`src/hdl/square_matrix_multiply_unit_defines.svh`:
```
// Assertion macros for the square matrix multiply unit.
// Used by the top level only; no other dependencies.
`ifndef SQUARE_MATRIX_MULTIPLY_UNIT_DEFINES_SVH
`define SQUARE_MATRIX_MULTIPLY_UNIT_DEFINES_SVH

// same-cycle implication, disabled while in reset
`define SMM_ASSERT_IMPL(label, clk, rst_n, ante, cons, msg) \
	label: assert property (@(posedge clk) disable iff (!rst_n) (ante) |-> (cons)) \
		else $error(msg);

// next-cycle implication, disabled while in reset
`define SMM_ASSERT_NEXT(label, clk, rst_n, ante, cons, msg) \
	label: assert property (@(posedge clk) disable iff (!rst_n) (ante) |=> (cons)) \
		else $error(msg);

`endif

```
`src/hdl/smm_pkg.sv`:
```
// Shared constants, state encoding and command struct for the
// square matrix multiply unit. No dependencies.
`default_nettype none

package smm_pkg;

	// default parameter values
	localparam int MAX_DIM_DEF   = 8;
	localparam int ELEM_BITS_DEF = 16;

	// fixed port widths
	localparam int IN_W    = 16;
	localparam int CFG_W   = 4;
	localparam int IDX_O_W = 3;
	localparam int OUT_W   = 35;

	// controller states
	typedef enum logic [1:0] {
		ST_LOAD,
		ST_CALC,
		ST_WAIT
	} ctl_state_t;

	// controller to datapath command
	typedef struct packed {
		logic wr_left;
		logic wr_right;
		logic rd_valid;
		logic first;
		logic final_term;
		logic last;
	} dp_cmd_t;

endpackage

`default_nettype wire

```
`src/hdl/smm_ifs.sv`:
```
// Valid/ready channel interfaces for the square matrix multiply unit:
// element input, size register write and product output. Uses smm_pkg.
`default_nettype none

interface smm_elem_if;
	import smm_pkg::*;
	logic                    valid;
	logic                    ready;
	logic signed [IN_W-1:0]  element_value;
	modport source (output valid, output element_value, input ready);
	modport sink (input valid, input element_value, output ready);
endinterface

interface smm_cfg_if;
	import smm_pkg::*;
	logic              valid;
	logic              ready;
	logic [CFG_W-1:0]  matrix_size;
	modport source (output valid, output matrix_size, input ready);
	modport sink (input valid, input matrix_size, output ready);
endinterface

interface smm_prod_if;
	import smm_pkg::*;
	logic                     valid;
	logic                     ready;
	logic [IDX_O_W-1:0]       out_row;
	logic [IDX_O_W-1:0]       out_col;
	logic signed [OUT_W-1:0]  product_value;
	logic                     last_element;
	modport source (output valid, output out_row, output out_col,
		output product_value, output last_element, input ready);
	modport sink (input valid, input out_row, input out_col,
		input product_value, input last_element, output ready);
endinterface

`default_nettype wire

```
`src/hdl/smm_ctrl.sv`:
```
// Controller of the square matrix multiply unit: size register, load
// counter, row/column/term loop counters and state machine. Uses smm_pkg.
`default_nettype none

module smm_ctrl #(
	parameter int MAX_DIM = smm_pkg::MAX_DIM_DEF,
	localparam int ADDR_W = $clog2(MAX_DIM * MAX_DIM),
	localparam int IDX_W  = $clog2(MAX_DIM)
) (
	input  wire logic                      clk,
	input  wire logic                      arst_n,
	input  wire logic                      elem_valid,
	output logic                           elem_ready,
	input  wire logic                      cfg_valid,
	input  wire logic [smm_pkg::CFG_W-1:0] cfg_data,
	output logic                           cfg_ready,
	input  wire logic                      dp_busy,
	output smm_pkg::dp_cmd_t               cmd,
	output logic [ADDR_W-1:0]              wr_addr,
	output logic [ADDR_W-1:0]              rd_left_addr,
	output logic [ADDR_W-1:0]              rd_right_addr,
	output logic [IDX_W-1:0]               row,
	output logic [IDX_W-1:0]               col
);
	import smm_pkg::*;

	localparam int N_W    = $clog2(MAX_DIM + 1);
	localparam int CELL_W = $clog2(MAX_DIM * MAX_DIM + 1);
	localparam int LC_W   = $clog2(2 * MAX_DIM * MAX_DIM + 1);

	ctl_state_t         state_q, state_d;
	logic [N_W-1:0]     n_q;
	logic [CELL_W-1:0]  cells_q;
	logic [LC_W-1:0]    lc_q;
	logic [IDX_W-1:0]   i_q, j_q, x_q;
	logic [ADDR_W-1:0]  base_q, la_q, ra_q;

	logic               elem_acc, cfg_acc;
	logic [N_W-1:0]     n_new;
	logic [LC_W-1:0]    cells2, lc_eff, lc_inc, right_off;
	logic               in_left, load_done;
	logic [IDX_W-1:0]   nm1;
	logic               x_end, row_end, all_end;

	// handshakes, clamped size and load position
	always_comb begin
		elem_acc  = elem_valid & elem_ready;
		cfg_acc   = cfg_valid & cfg_ready;
		if (cfg_data == '0) begin
			n_new = N_W'(1);
		end else if (cfg_data > CFG_W'(MAX_DIM)) begin
			n_new = N_W'(MAX_DIM);
		end else begin
			n_new = N_W'(cfg_data);
		end
		cells2    = LC_W'(cells_q) << 1;
		lc_eff    = (lc_q >= cells2) ? '0 : lc_q;
		lc_inc    = lc_eff + LC_W'(1);
		in_left   = lc_eff < LC_W'(cells_q);
		right_off = lc_eff - LC_W'(cells_q);
		load_done = !in_left && (lc_inc == cells2);
		nm1       = IDX_W'(n_q - N_W'(1));
		x_end     = (x_q == nm1);
		row_end   = (j_q == nm1);
		all_end   = row_end && (i_q == nm1);
	end

	// next state
	always_comb begin
		state_d = state_q;
		unique case (state_q)
			ST_LOAD: begin
				if (elem_acc && load_done) state_d = ST_CALC;
			end
			ST_CALC: begin
				if (x_end) state_d = ST_WAIT;
			end
			ST_WAIT: begin
				if (!dp_busy) state_d = all_end ? ST_LOAD : ST_CALC;
			end
			default: state_d = ST_LOAD;
		endcase
	end

	// outputs; an offered element goes before a size write
	always_comb begin
		elem_ready     = (state_q == ST_LOAD);
		cfg_ready      = (state_q == ST_LOAD) && !elem_valid;
		cmd.wr_left    = elem_acc & in_left;
		cmd.wr_right   = elem_acc & !in_left;
		cmd.rd_valid   = (state_q == ST_CALC);
		cmd.first      = (x_q == '0);
		cmd.final_term = x_end;
		cmd.last       = all_end;
		wr_addr        = in_left ? lc_eff[ADDR_W-1:0] : right_off[ADDR_W-1:0];
		rd_left_addr   = la_q;
		rd_right_addr  = ra_q;
		row            = i_q;
		col            = j_q;
	end

	// state, size and counters
	always_ff @(posedge clk or negedge arst_n) begin
		if (!arst_n) begin
			state_q <= ST_LOAD;
			n_q     <= N_W'(MAX_DIM);
			cells_q <= CELL_W'(MAX_DIM * MAX_DIM);
			lc_q    <= '0;
			i_q     <= '0;
			j_q     <= '0;
			x_q     <= '0;
			base_q  <= '0;
			la_q    <= '0;
			ra_q    <= '0;
		end else begin
			state_q <= state_d;
			if (cfg_acc) begin
				n_q     <= n_new;
				cells_q <= CELL_W'(n_new) * CELL_W'(n_new);
				lc_q    <= '0;
			end else if (elem_acc) begin
				lc_q <= load_done ? '0 : lc_inc;
				if (load_done) begin
					i_q    <= '0;
					j_q    <= '0;
					x_q    <= '0;
					base_q <= '0;
					la_q   <= '0;
					ra_q   <= '0;
				end
			end
			// term loop: walk along the left row and down the right column
			if (state_q == ST_CALC) begin
				x_q  <= x_end ? '0 : x_q + IDX_W'(1);
				la_q <= la_q + ADDR_W'(1);
				ra_q <= ra_q + ADDR_W'(n_q);
			end
			// step to the next product element once the last one is out
			if (state_q == ST_WAIT && !dp_busy && !all_end) begin
				if (row_end) begin
					i_q    <= i_q + IDX_W'(1);
					j_q    <= '0;
					base_q <= base_q + ADDR_W'(n_q);
					la_q   <= base_q + ADDR_W'(n_q);
					ra_q   <= '0;
				end else begin
					j_q  <= j_q + IDX_W'(1);
					la_q <= base_q;
					ra_q <= ADDR_W'(j_q) + ADDR_W'(1);
				end
			end
		end
	end

endmodule

`default_nettype wire

```
`src/hdl/smm_datapath.sv`:
```
// Datapath of the square matrix multiply unit: element memories, read
// stage, multiplier, accumulator and output register. Uses smm_pkg.
`default_nettype none

module smm_datapath #(
	parameter int MAX_DIM   = smm_pkg::MAX_DIM_DEF,
	parameter int ELEM_BITS = smm_pkg::ELEM_BITS_DEF,
	localparam int ADDR_W   = $clog2(MAX_DIM * MAX_DIM),
	localparam int IDX_W    = $clog2(MAX_DIM)
) (
	input  wire logic                             clk,
	input  wire logic                             arst_n,
	input  wire logic signed [smm_pkg::IN_W-1:0]  element_value,
	input  wire smm_pkg::dp_cmd_t                 cmd,
	input  wire logic [ADDR_W-1:0]                wr_addr,
	input  wire logic [ADDR_W-1:0]                rd_left_addr,
	input  wire logic [ADDR_W-1:0]                rd_right_addr,
	input  wire logic [IDX_W-1:0]                 row,
	input  wire logic [IDX_W-1:0]                 col,
	output logic                                  busy,
	input  wire logic                             prod_ready,
	output logic                                  prod_valid,
	output logic [smm_pkg::IDX_O_W-1:0]           out_row,
	output logic [smm_pkg::IDX_O_W-1:0]           out_col,
	output logic signed [smm_pkg::OUT_W-1:0]      product_value,
	output logic                                  last_element
);
	import smm_pkg::*;

	localparam int DEPTH  = MAX_DIM * MAX_DIM;
	localparam int PROD_W = 2 * ELEM_BITS;
	localparam int EXT_W  = (PROD_W > OUT_W) ? PROD_W : OUT_W;

	logic signed [ELEM_BITS-1:0] left_mem_q  [DEPTH];
	logic signed [ELEM_BITS-1:0] right_mem_q [DEPTH];

	logic signed [ELEM_BITS-1:0] elem_w;
	logic signed [ELEM_BITS-1:0] a_s1, b_s1;
	logic                        v_s1, first_s1, final_s1, last_s1;
	logic [IDX_W-1:0]            row_s1, col_s1;
	logic signed [PROD_W-1:0]    prod_s2;
	logic                        v_s2, first_s2, final_s2, last_s2;
	logic [IDX_W-1:0]            row_s2, col_s2;
	logic [OUT_W-1:0]            acc_q, acc_next;
	logic signed [EXT_W-1:0]     prod_ext;
	logic                        out_valid_q, out_last_q;
	logic [IDX_W-1:0]            out_row_q, out_col_q;
	logic [OUT_W-1:0]            out_sum_q;

	// element as stored: low ELEM_BITS bits, signed
	assign elem_w = ELEM_BITS'(element_value);

	// element memories, one write and one registered read each
	always_ff @(posedge clk) begin
		if (cmd.wr_left) left_mem_q[wr_addr] <= elem_w;
		if (cmd.wr_right) right_mem_q[wr_addr] <= elem_w;
		if (cmd.rd_valid) begin
			a_s1 <= left_mem_q[rd_left_addr];
			b_s1 <= right_mem_q[rd_right_addr];
		end
	end

	// payload pipeline: tags, product, accumulator, output data
	always_ff @(posedge clk) begin
		first_s1 <= cmd.first;
		final_s1 <= cmd.final_term;
		last_s1  <= cmd.last;
		row_s1   <= row;
		col_s1   <= col;
		prod_s2  <= a_s1 * b_s1;
		first_s2 <= first_s1;
		final_s2 <= final_s1;
		last_s2  <= last_s1;
		row_s2   <= row_s1;
		col_s2   <= col_s1;
		if (v_s2) begin
			acc_q <= acc_next;
			if (final_s2) begin
				out_sum_q  <= acc_next;
				out_row_q  <= row_s2;
				out_col_q  <= col_s2;
				out_last_q <= last_s2;
			end
		end
	end

	// running sum, wraps at the output width
	always_comb begin
		prod_ext = EXT_W'(prod_s2);
		acc_next = (first_s2 ? '0 : acc_q) + prod_ext[OUT_W-1:0];
	end

	// stage valids and output register full flag
	always_ff @(posedge clk or negedge arst_n) begin
		if (!arst_n) begin
			v_s1        <= 1'b0;
			v_s2        <= 1'b0;
			out_valid_q <= 1'b0;
		end else begin
			v_s1 <= cmd.rd_valid;
			v_s2 <= v_s1;
			if (v_s2 && final_s2) begin
				out_valid_q <= 1'b1;
			end else if (prod_ready) begin
				out_valid_q <= 1'b0;
			end
		end
	end

	assign busy          = v_s1 | v_s2 | out_valid_q;
	assign prod_valid    = out_valid_q;
	assign out_row       = IDX_O_W'(out_row_q);
	assign out_col       = IDX_O_W'(out_col_q);
	assign product_value = out_sum_q;
	assign last_element  = out_last_q;

endmodule

`default_nettype wire

```
`src/hdl/square_matrix_multiply_unit.sv`:
```
// Square signed integer matrix multiplier, top level.
// Channels: elem (sink) takes matrix elements, left matrix then right
// matrix, each row-major; cfg (sink) writes matrix_size (0 reads as 1,
// values above MAX_DIM read as MAX_DIM) and restarts loading with the
// left matrix; prod (source) gives product elements row-major with row,
// column and a flag on the final one.
// Loading takes one element per cycle, 2*N*N elements for size N.
// Once the last right element is taken, each product element takes N
// memory reads (one left/right pair per cycle through a single
// multiplier); each pair goes through the read and product registers
// and is summed into the output register. Reads for the next element
// start only once the previous result is taken from the output register.
// elem and cfg are not ready while products are being computed or wait
// in the output register; cfg also waits while an element is offered.
// A stalled receiver holds the result and the computation with it.
// Reset returns the size to MAX_DIM and the load position to the first
// left element; element memories are not cleared.
// Depends on smm_pkg, smm_ifs, smm_ctrl, smm_datapath and the defines header.
`default_nettype none
`include "square_matrix_multiply_unit_defines.svh"

module square_matrix_multiply_unit #(
	parameter int MAX_DIM   = smm_pkg::MAX_DIM_DEF,
	parameter int ELEM_BITS = smm_pkg::ELEM_BITS_DEF
) (
	input wire logic    clk,
	input wire logic    arst_n,
	smm_elem_if.sink    elem,
	smm_cfg_if.sink     cfg,
	smm_prod_if.source  prod
);
	import smm_pkg::*;

	localparam int ADDR_W = $clog2(MAX_DIM * MAX_DIM);
	localparam int IDX_W  = $clog2(MAX_DIM);

	dp_cmd_t            cmd_w;
	logic               busy_w;
	logic [ADDR_W-1:0]  wr_addr_w, rd_left_w, rd_right_w;
	logic [IDX_W-1:0]   row_w, col_w;

	// controller
	smm_ctrl #(
		.MAX_DIM(MAX_DIM)
	) u_ctrl (
		.clk          (clk),
		.arst_n       (arst_n),
		.elem_valid   (elem.valid),
		.elem_ready   (elem.ready),
		.cfg_valid    (cfg.valid),
		.cfg_data     (cfg.matrix_size),
		.cfg_ready    (cfg.ready),
		.dp_busy      (busy_w),
		.cmd          (cmd_w),
		.wr_addr      (wr_addr_w),
		.rd_left_addr (rd_left_w),
		.rd_right_addr(rd_right_w),
		.row          (row_w),
		.col          (col_w)
	);

	// datapath
	smm_datapath #(
		.MAX_DIM  (MAX_DIM),
		.ELEM_BITS(ELEM_BITS)
	) u_dp (
		.clk          (clk),
		.arst_n       (arst_n),
		.element_value(elem.element_value),
		.cmd          (cmd_w),
		.wr_addr      (wr_addr_w),
		.rd_left_addr (rd_left_w),
		.rd_right_addr(rd_right_w),
		.row          (row_w),
		.col          (col_w),
		.busy         (busy_w),
		.prod_ready   (prod.ready),
		.prod_valid   (prod.valid),
		.out_row      (prod.out_row),
		.out_col      (prod.out_col),
		.product_value(prod.product_value),
		.last_element (prod.last_element)
	);

	// loading and result delivery never overlap
	`SMM_ASSERT_IMPL(a_no_load_during_output, clk, arst_n, elem.valid && elem.ready, !prod.valid, "element taken while a product waits")
	// a new term read only starts with the output register empty
	`SMM_ASSERT_IMPL(a_read_out_empty, clk, arst_n, cmd_w.rd_valid, !prod.valid, "term read while output register full")
	// memory writes come only from accepted items
	`SMM_ASSERT_IMPL(a_write_on_accept, clk, arst_n, cmd_w.wr_left || cmd_w.wr_right, elem.valid && elem.ready, "element memory written without an accepted item")
	// after the final product is taken the block returns to loading
	`SMM_ASSERT_NEXT(a_back_to_load, clk, arst_n, prod.valid && prod.ready && prod.last_element, ##1 elem.ready, "not ready for elements after the final product")

endmodule

`default_nettype wire
```
`src/flat_wrapper.sv`:
```
// flat-port wrapper written by rule: the top's interface ports become plain ports
module square_matrix_multiply_unit_flat import smm_pkg::*;
#(
	parameter int MAX_DIM   = smm_pkg::MAX_DIM_DEF,
	parameter int ELEM_BITS = smm_pkg::ELEM_BITS_DEF
)
  (clk, arst_n, elem_valid, elem_element_value, elem_ready, cfg_valid, cfg_matrix_size, cfg_ready, prod_valid, prod_out_row, prod_out_col, prod_product_value, prod_last_element, prod_ready);
  smm_elem_if elem_i ();
  smm_cfg_if cfg_i ();
  smm_prod_if prod_i ();
  input wire logic clk;
  input wire logic arst_n;
  input wire logic [$bits(elem_i.valid)-1:0] elem_valid;
  input wire logic [$bits(elem_i.element_value)-1:0] elem_element_value;
  output wire logic [$bits(elem_i.ready)-1:0] elem_ready;
  input wire logic [$bits(cfg_i.valid)-1:0] cfg_valid;
  input wire logic [$bits(cfg_i.matrix_size)-1:0] cfg_matrix_size;
  output wire logic [$bits(cfg_i.ready)-1:0] cfg_ready;
  output wire logic [$bits(prod_i.valid)-1:0] prod_valid;
  output wire logic [$bits(prod_i.out_row)-1:0] prod_out_row;
  output wire logic [$bits(prod_i.out_col)-1:0] prod_out_col;
  output wire logic [$bits(prod_i.product_value)-1:0] prod_product_value;
  output wire logic [$bits(prod_i.last_element)-1:0] prod_last_element;
  input wire logic [$bits(prod_i.ready)-1:0] prod_ready;
  assign elem_i.valid = elem_valid;
  assign elem_i.element_value = elem_element_value;
  assign elem_ready = elem_i.ready;
  assign cfg_i.valid = cfg_valid;
  assign cfg_i.matrix_size = cfg_matrix_size;
  assign cfg_ready = cfg_i.ready;
  assign prod_valid = prod_i.valid;
  assign prod_out_row = prod_i.out_row;
  assign prod_out_col = prod_i.out_col;
  assign prod_product_value = prod_i.product_value;
  assign prod_last_element = prod_i.last_element;
  assign prod_i.ready = prod_ready;
  square_matrix_multiply_unit #(.MAX_DIM(MAX_DIM), .ELEM_BITS(ELEM_BITS)) u_core (.clk(clk), .arst_n(arst_n), .elem(elem_i), .cfg(cfg_i), .prod(prod_i));
endmodule
```
`config.mk`:
```
export PLATFORM = sky130hd
export DESIGN_NAME = square_matrix_multiply_unit_flat
export DESIGN_NICKNAME = d
export VERILOG_FILES = /design/src/hdl/smm_pkg.sv /design/src/hdl/smm_ifs.sv /design/src/hdl/smm_ctrl.sv /design/src/hdl/smm_datapath.sv /design/src/hdl/square_matrix_multiply_unit.sv /design/src/flat_wrapper.sv
export VERILOG_INCLUDE_DIRS = /design/src /design/src/hdl
export SDC_FILE = /design/constraint.sdc
export NUM_CORES = 2
export LEC_CHECK = 0
export ABC_AREA = 1
export BUFFER_PORTS_ARGS = -buffer_cell sky130_fd_sc_hd__buf_2
export CAP_MARGIN = 20
export CORE_ASPECT_RATIO = 0.8
export CORE_MARGIN = 5
export CORE_UTILIZATION = 59
export DETAILED_ROUTE_END_ITERATION = 8
export GPL_TIMING_DRIVEN = 0
export MAX_ROUTING_LAYER = met4
export PLACE_DENSITY_LB_ADDON = 0.05
export SLEW_MARGIN = 25
export SYNTH_ARGS = -nofsm -noshare
export SYNTH_HDL_FRONTEND = slang
export SYNTH_SLANG_ARGS = --single-unit
export TNS_END_PERCENT = 100
```
`constraint.sdc`:
```
create_clock -name clk -period 10.4 [get_ports clk]
set_input_delay 2.08 -clock clk [delete_from_list [all_inputs] [get_ports clk]]
set_output_delay 2.08 -clock clk [all_outputs]
set_load 0.01 [all_outputs]
```
* Yosys cells after proc, flatten, opt, wreduce, memory -nomap -nowiden
Memory sizes are Yosys's and may differ from the RTL's. A register that Yosys moved wholly into a read port is not among the register bits. Index checks and enable logic that the tools add are counted.
Operators by class: order comparisons 3, equality and inequality tests 12, add/subtract/negate cells 11, multiplexer cells 45, reduce and logical (&&, ||, !) cells 27, bitwise operators 6, $mul 2
Operator list (count):
- $mux W6 | 14
- $mux W3 | 12
- $add A35 B35 Y35 | 1
- $mux W35 | 1
- $mul A16 B16 Y32 | 1
- $mux W8 | 4
- $add A6 B4 Y6 | 2
- $mux W4 | 3
- $reduce_and A3 Y1 | 4
- $reduce_bool A2 Y1 | 6
- $add A3 B1 Y3 const B | 3
- $eq A3 B3 Y1 | 3
- $add A8 B1 Y8 const B | 1
- $eq A8 B8 Y1 | 1
- $ge A8 B8 Y1 | 1
- $lt A8 B7 Y1 | 1
- $logic_and A1 B1 Y1 | 7
- $mul A4 B4 Y7 | 1
- $mux W1 | 7
- $add A6 B1 Y6 const B | 1
- $mux W2 | 3
- $ne A2 B1 Y1 const B | 3
- $pmux W2 S3 | 1
- $reduce_bool A3 Y1 | 2
- other kinds (15) | 23
Word-level totals: memory bits (writable) 2048, output and inout bits 45, register bits 178, input port bits 25, word-level logic and storage cells 137, memories kept 2
Memory list:
- u_core.u_dp.left_mem_q | depth 64, width 16, rd ports 1, clocked after Yosys merged registers in 1, write ports 1, RTL line smm_datapath.sv:34 | logic signed [ELEM_BITS-1:0] left_mem_q [DEPTH];
- u_core.u_dp.right_mem_q | depth 64, width 16, rd ports 1, clocked after Yosys merged registers in 1, write ports 1, RTL line smm_datapath.sv:35 | logic signed [ELEM_BITS-1:0] right_mem_q [DEPTH];

* Longest topological paths before layout
depth after elaboration 10, mapped depth 27, depth with buffers taken out 26

* Modules after synthesis
From an unflattened synthesis, not the netlist that was laid out.
Second synthesis, totals: cells, all modules 9684, area, all modules 105020.7 µm²
Modules (own cells, without submodules):
- smm_datapath | instances 1, cells an instance 9183, area each 101389.7 µm², sequential area each 65848.2 µm²
- smm_ctrl | instances 1, cells an instance 501, area each 3631.0 µm², sequential area each 1153.6 µm²

* Worst setup path after synthesis
OpenSTA, ideal clock, no wires.
path type reg2reg, start register u_core.u_dp.a_s1[7] (read register of u_core.u_dp.left_mem_q), end register u_core.u_dp.prod_s2[21], library setup time 0.072 ns, period minus slack after synthesis 5.603 ns, setup slack 4.797 ns, data arrival time 5.531 ns, path buffers 2, data required time 10.328 ns, cell stages (with the launch flop) 23, cells stage by stage edfxtp_1 > clkbuf_1 > clkbuf_1 > nand2_1 > fa_1 > inv_1 > fa_1 > inv_1 > fa_1 > inv_1 > fa_1 > fa_1 > inv_1 > fa_1 > inv_1 > ha_1 > a21oi_1 > inv_1 > a21oi_1 > a21boi_0 > o21ai_0 > a21oi_1 > xnor2_1
On the way: word-level cells in the longest chain between the ends 1
RTL lines:
- from (decl) | RTL line smm_datapath.sv:38 | logic signed [ELEM_BITS-1:0] a_s1, b_s1;
- $mul A16 B16 Y32 | RTL line smm_datapath.sv:70 | prod_s2 <= a_s1 * b_s1;
- to (signal assigned) | RTL line smm_datapath.sv:70
- to (decl) | RTL line smm_datapath.sv:41 | logic signed [PROD_W-1:0] prod_s2;
No other way between the ends. A chain may end at the register's enable or synchronous reset.

* Worst setup path in the final report
start register u_core.u_dp.a_s1[7] (read register of u_core.u_dp.left_mem_q), end register u_core.u_dp.prod_s2[28]
Same word-level chain as after synthesis.

==> out/qor.csv <==
stage,metric,value,unit
status,outcome,finished with violations,
status,violations,design-rule violations,
layout,fin_cells,11200,
synthesis,seq_area_frac_synth,0.668,
sta,finalClockSkew,0.0855,ns
sta,slew_viol_final,0,
routing,dr.pass1.iters,8,
clock_network,cts_resized,0,
critical_path,ff2ff_path_depth,22,
placed_design,placed_cells,10800,
sta,finalCritPeriodShare,0.704,
routing,drc,4,
clock_network,cts-hold-fix-buffers,0,
grt,grt_overflow,0,
routing,vias,76500,
routing,drt-total-wl,396000,um
layout,fin_nets,9173,
layout,drive_above_1_share,0.0855,
sta,final.min_clock_period,7.32,ns
critical_path,worstReg2RegStart,u_core.u_dp.a_s1[7]$_DFFE_PP_,
sta,worstMarginPinSlew,1.33,ns
layout,register_area,67000,um2
critical_path,crit_required,11.12,ns
clock_network,cts_buffers,208,
clock_network,tritoncts,built,
clock_network,clock_latency,0.88,ns
placed_design,gp_congestion,1.12,
grt,grt.total_usage,0.449,
grt,antenna_found_initial,28,
synthesis,yosysWarnings,0,
floorplanning,die_x,471,um
critical_path,r2r_setup_slack,3.08,ns
sta,max_freq,137,MHz
clock_network,clock_sinks,2256,
sta,rsz0062_at_grt,no,
synthesis,syn_inst,8314,
routing,routed_via_density,6.84,
layout,multi_input_area,30200,um2
layout,layout_commonest_cell,edfxtp_1,
sta,setup_violations,0,
floorplanning,start_util,0.593,
synthesis,ys_ff_latch,2256,
clock_network,cts.reportedPaths.clkPinSlew,0.06,ns
routing,drtAntennaViolNets,0,
clock_network,cts_setup_buffers,0,
min_path,hold_path.class,flop to flop,
layout,syn_to_final_growth,14.2,%
synthesis,syn_avg_cell_area,12.1,um2
placed_design,post-dp-hpwl,286000,um
sta,timing.slew.headroom,0.113,
placed_design,io_buffers,69,
floorplanning,fp-row-count,135,
sta,tns,0,ns
routing,post_drt_wl_per_cell,35.4,um
floorplanning,ioPinCount,70,
grt,grt_max_degree,96,
flow_run,drv_cap,0,
sta,layout_setup_ws,3.08,ns
critical_path,cp_max_fo,10,
clock_network,clockBufferDepth,3,
routing,dr.first_iter.drc_count,15300,
sta,final_hold_viol_count,0,
grt,grt_pass1_wl,538000,um
critical_path,worstSetupEndpointType,flop,
clock_network,cts-root-buf,clkbuf_16,
placed_design,dp_slack,3.32,ns
synthesis,ys_types,50,
floorplanning,dieArea,178000,um2
critical_path,setup.worst_path.class,flop to flop,
critical_path,worstReg2RegEnd,u_core.u_dp.prod_s2[28]$_DFF_P_,
critical_path,crit_end,u_core.u_dp.prod_s2[28]$_DFF_P_,
critical_path,crit_start,u_core.u_dp.a_s1[7]$_DFFE_PP_,
layout,num-fill-cells,12500,
critical_path,arrival,8.05,ns
grt,first_global_vias,69600,
floorplanning,die_y,379,um
critical_path,worstSetupStartpointType,flop,
layout,post-route-util,0.677,
clock_network,cts_max_level,4,
synthesis,syn_area,100000,um2
floorplanning,coreArea,169000,um2
layout,layout_common_cells,"edfxtp_1 (2,157), nor2_1 (1,435), o21ai_0 (1,345)",
-- synthesized netlist by cell type, drive strengths merged --
master   instances  share of area
edfxtp        2157           0.65
nor2          1582          0.060
o21ai         1354          0.068
inv            561          0.021
o22ai          546          0.034
nand2          498          0.019
clkbuf         491          0.018
fa             266          0.053
ha             148          0.018
a21oi          101         0.0052
nand4           96         0.0060
o221ai          77         0.0067
nand3           75         0.0040
dfxtp           50          0.010
xor2            49         0.0043
buf             47         0.0022
dfrtp           47          0.012
xnor2           40         0.0035
o211ai          36         0.0027
o32ai           19         0.0017
nor3            12        0.00065
or2             11        0.00069
o21bai           9        0.00067
o21a             7        0.00052
o311ai           6        0.00052
clkinv           4        0.00015
nor4             4        0.00025
a21o             3        0.00022
a31oi            3        0.00019
nand3b           3        0.00022
o31ai            3        0.00022
dfstp            2        0.00052
o2111ai          2        0.00017
a2111oi          1       0.000087
a211oi           1       0.000075
a21boi           1       0.000075
conb             1       0.000037
o221a            1        0.00011
-- registers in the layout (all words and copies together) (netlist names), 4 cells and up --
name	cells
u_core.u_dp.b_s1	16
u_core.u_ctrl.n_q	4
u_core.u_ctrl.base_q	6
u_core.u_ctrl.cells_q	5
u_core.u_dp.left_mem_q	1024
u_core.u_ctrl.lc_q	8
u_core.u_dp.acc_q	35
u_core.u_dp.a_s1	16
u_core.u_dp.prod_s2	32
u_core.u_dp.right_mem_q	1024
u_core.u_dp.product_value	35
u_core.u_ctrl.rd_right_addr	6
u_core.u_ctrl.rd_left_addr	6
-- worst min path at each step --
stage | to | cells past startpoint | start | slack (ns)
after floorplan | u_core.u_dp.col_s2[0]$_DFF_P_ | 0 | u_core.u_dp.col_s1[0]$_DFF_P_ | 0.31
after global placement | u_core.u_dp.first_s2$_DFF_P_ | 0 | u_core.u_dp.first_s1$_DFF_P_ | 0.31
after detailed placement | u_core.u_dp.col_s2[0]$_DFF_P_ | 0 | u_core.u_dp.col_s1[0]$_DFF_P_ | 0.31
after CTS | u_core.u_dp.col_s2[0]$_DFF_P_ | 0 | u_core.u_dp.col_s1[0]$_DFF_P_ | 0.33
after global routing | u_core.u_dp.col_s2[1]$_DFF_P_ | 0 | u_core.u_dp.col_s1[1]$_DFF_P_ | 0.33
final | u_core.u_dp.first_s2$_DFF_P_ | 0 | u_core.u_dp.first_s1$_DFF_P_ | 0.33
-- logic make-up after synthesis --
kind of cell	count (synthesis)	share of synthesized area
AND/OR/NAND/NOR	2281	0.0903
flip-flops	2256	0.668
AO/OA/AOI/OAI	2170	0.121
buffers and inverters	1103	0.0417
adder cells (fa/ha/maj)	414	0.0715
XOR/XNOR	89	0.00777
other	1	0.0000374
-- critical path, cell delays in order (launching register included) --
cell and delay, ns:
edfxtp_1 0.41, clkbuf_1 0.40, clkbuf_1 0.69, nand2_1 0.18
fa_1 0.57, inv_1 0.05, fa_1 0.50, inv_1 0.06
fa_1 0.53, inv_1 0.05, fa_1 0.45, fa_1 0.49
inv_1 0.05, fa_1 0.53, inv_1 0.06, ha_1 0.40
nand2_1 0.12, nor4_1 0.65, nand4_1 0.31, nand3_1 0.31
nand3_1 0.11, o2111ai_1 0.10, xor2_1 0.22
-- layer usage --
metal | global-route usage | routed length [um] | vias up
li1 | - | - | 30700
met1 | 0.620 | 146000 | 37700
met2 | 0.571 | 154000 | 7077
met3 | 0.221 | 77700 | 1016
met4 | 0.164 | 18400 | 0
met5 | - | 0 | -
-- area by class of cell --
type                            count  share of cell area
Buffer                            538              0.0184
Clock inverter                    114             0.00821
Tap cell                         2260              0.0247
Antenna cell                       27            0.000589
Timing Repair Buffer              209              0.0336
Multi-Input combinational cell   4956               0.263
Inverter                          565              0.0185
Sequential cell                  2256               0.585
Clock buffer                      264              0.0480
-- through the flow --
| step | hold slack (ns) | area [um2] |
|---|---|---|
| floorplan | 0.310 | 100000 |
| global placement | 0.311 | 104000 |
| detailed placement | 0.312 | 108000 |
| CTS | 0.326 | 114000 |
| global route | 0.332 | 115000 |
| finish | 0.327 | 115000 |
Power is not shown: default switching activity piles up to over one toggle a cycle in this logic, so the estimate is an artifact.
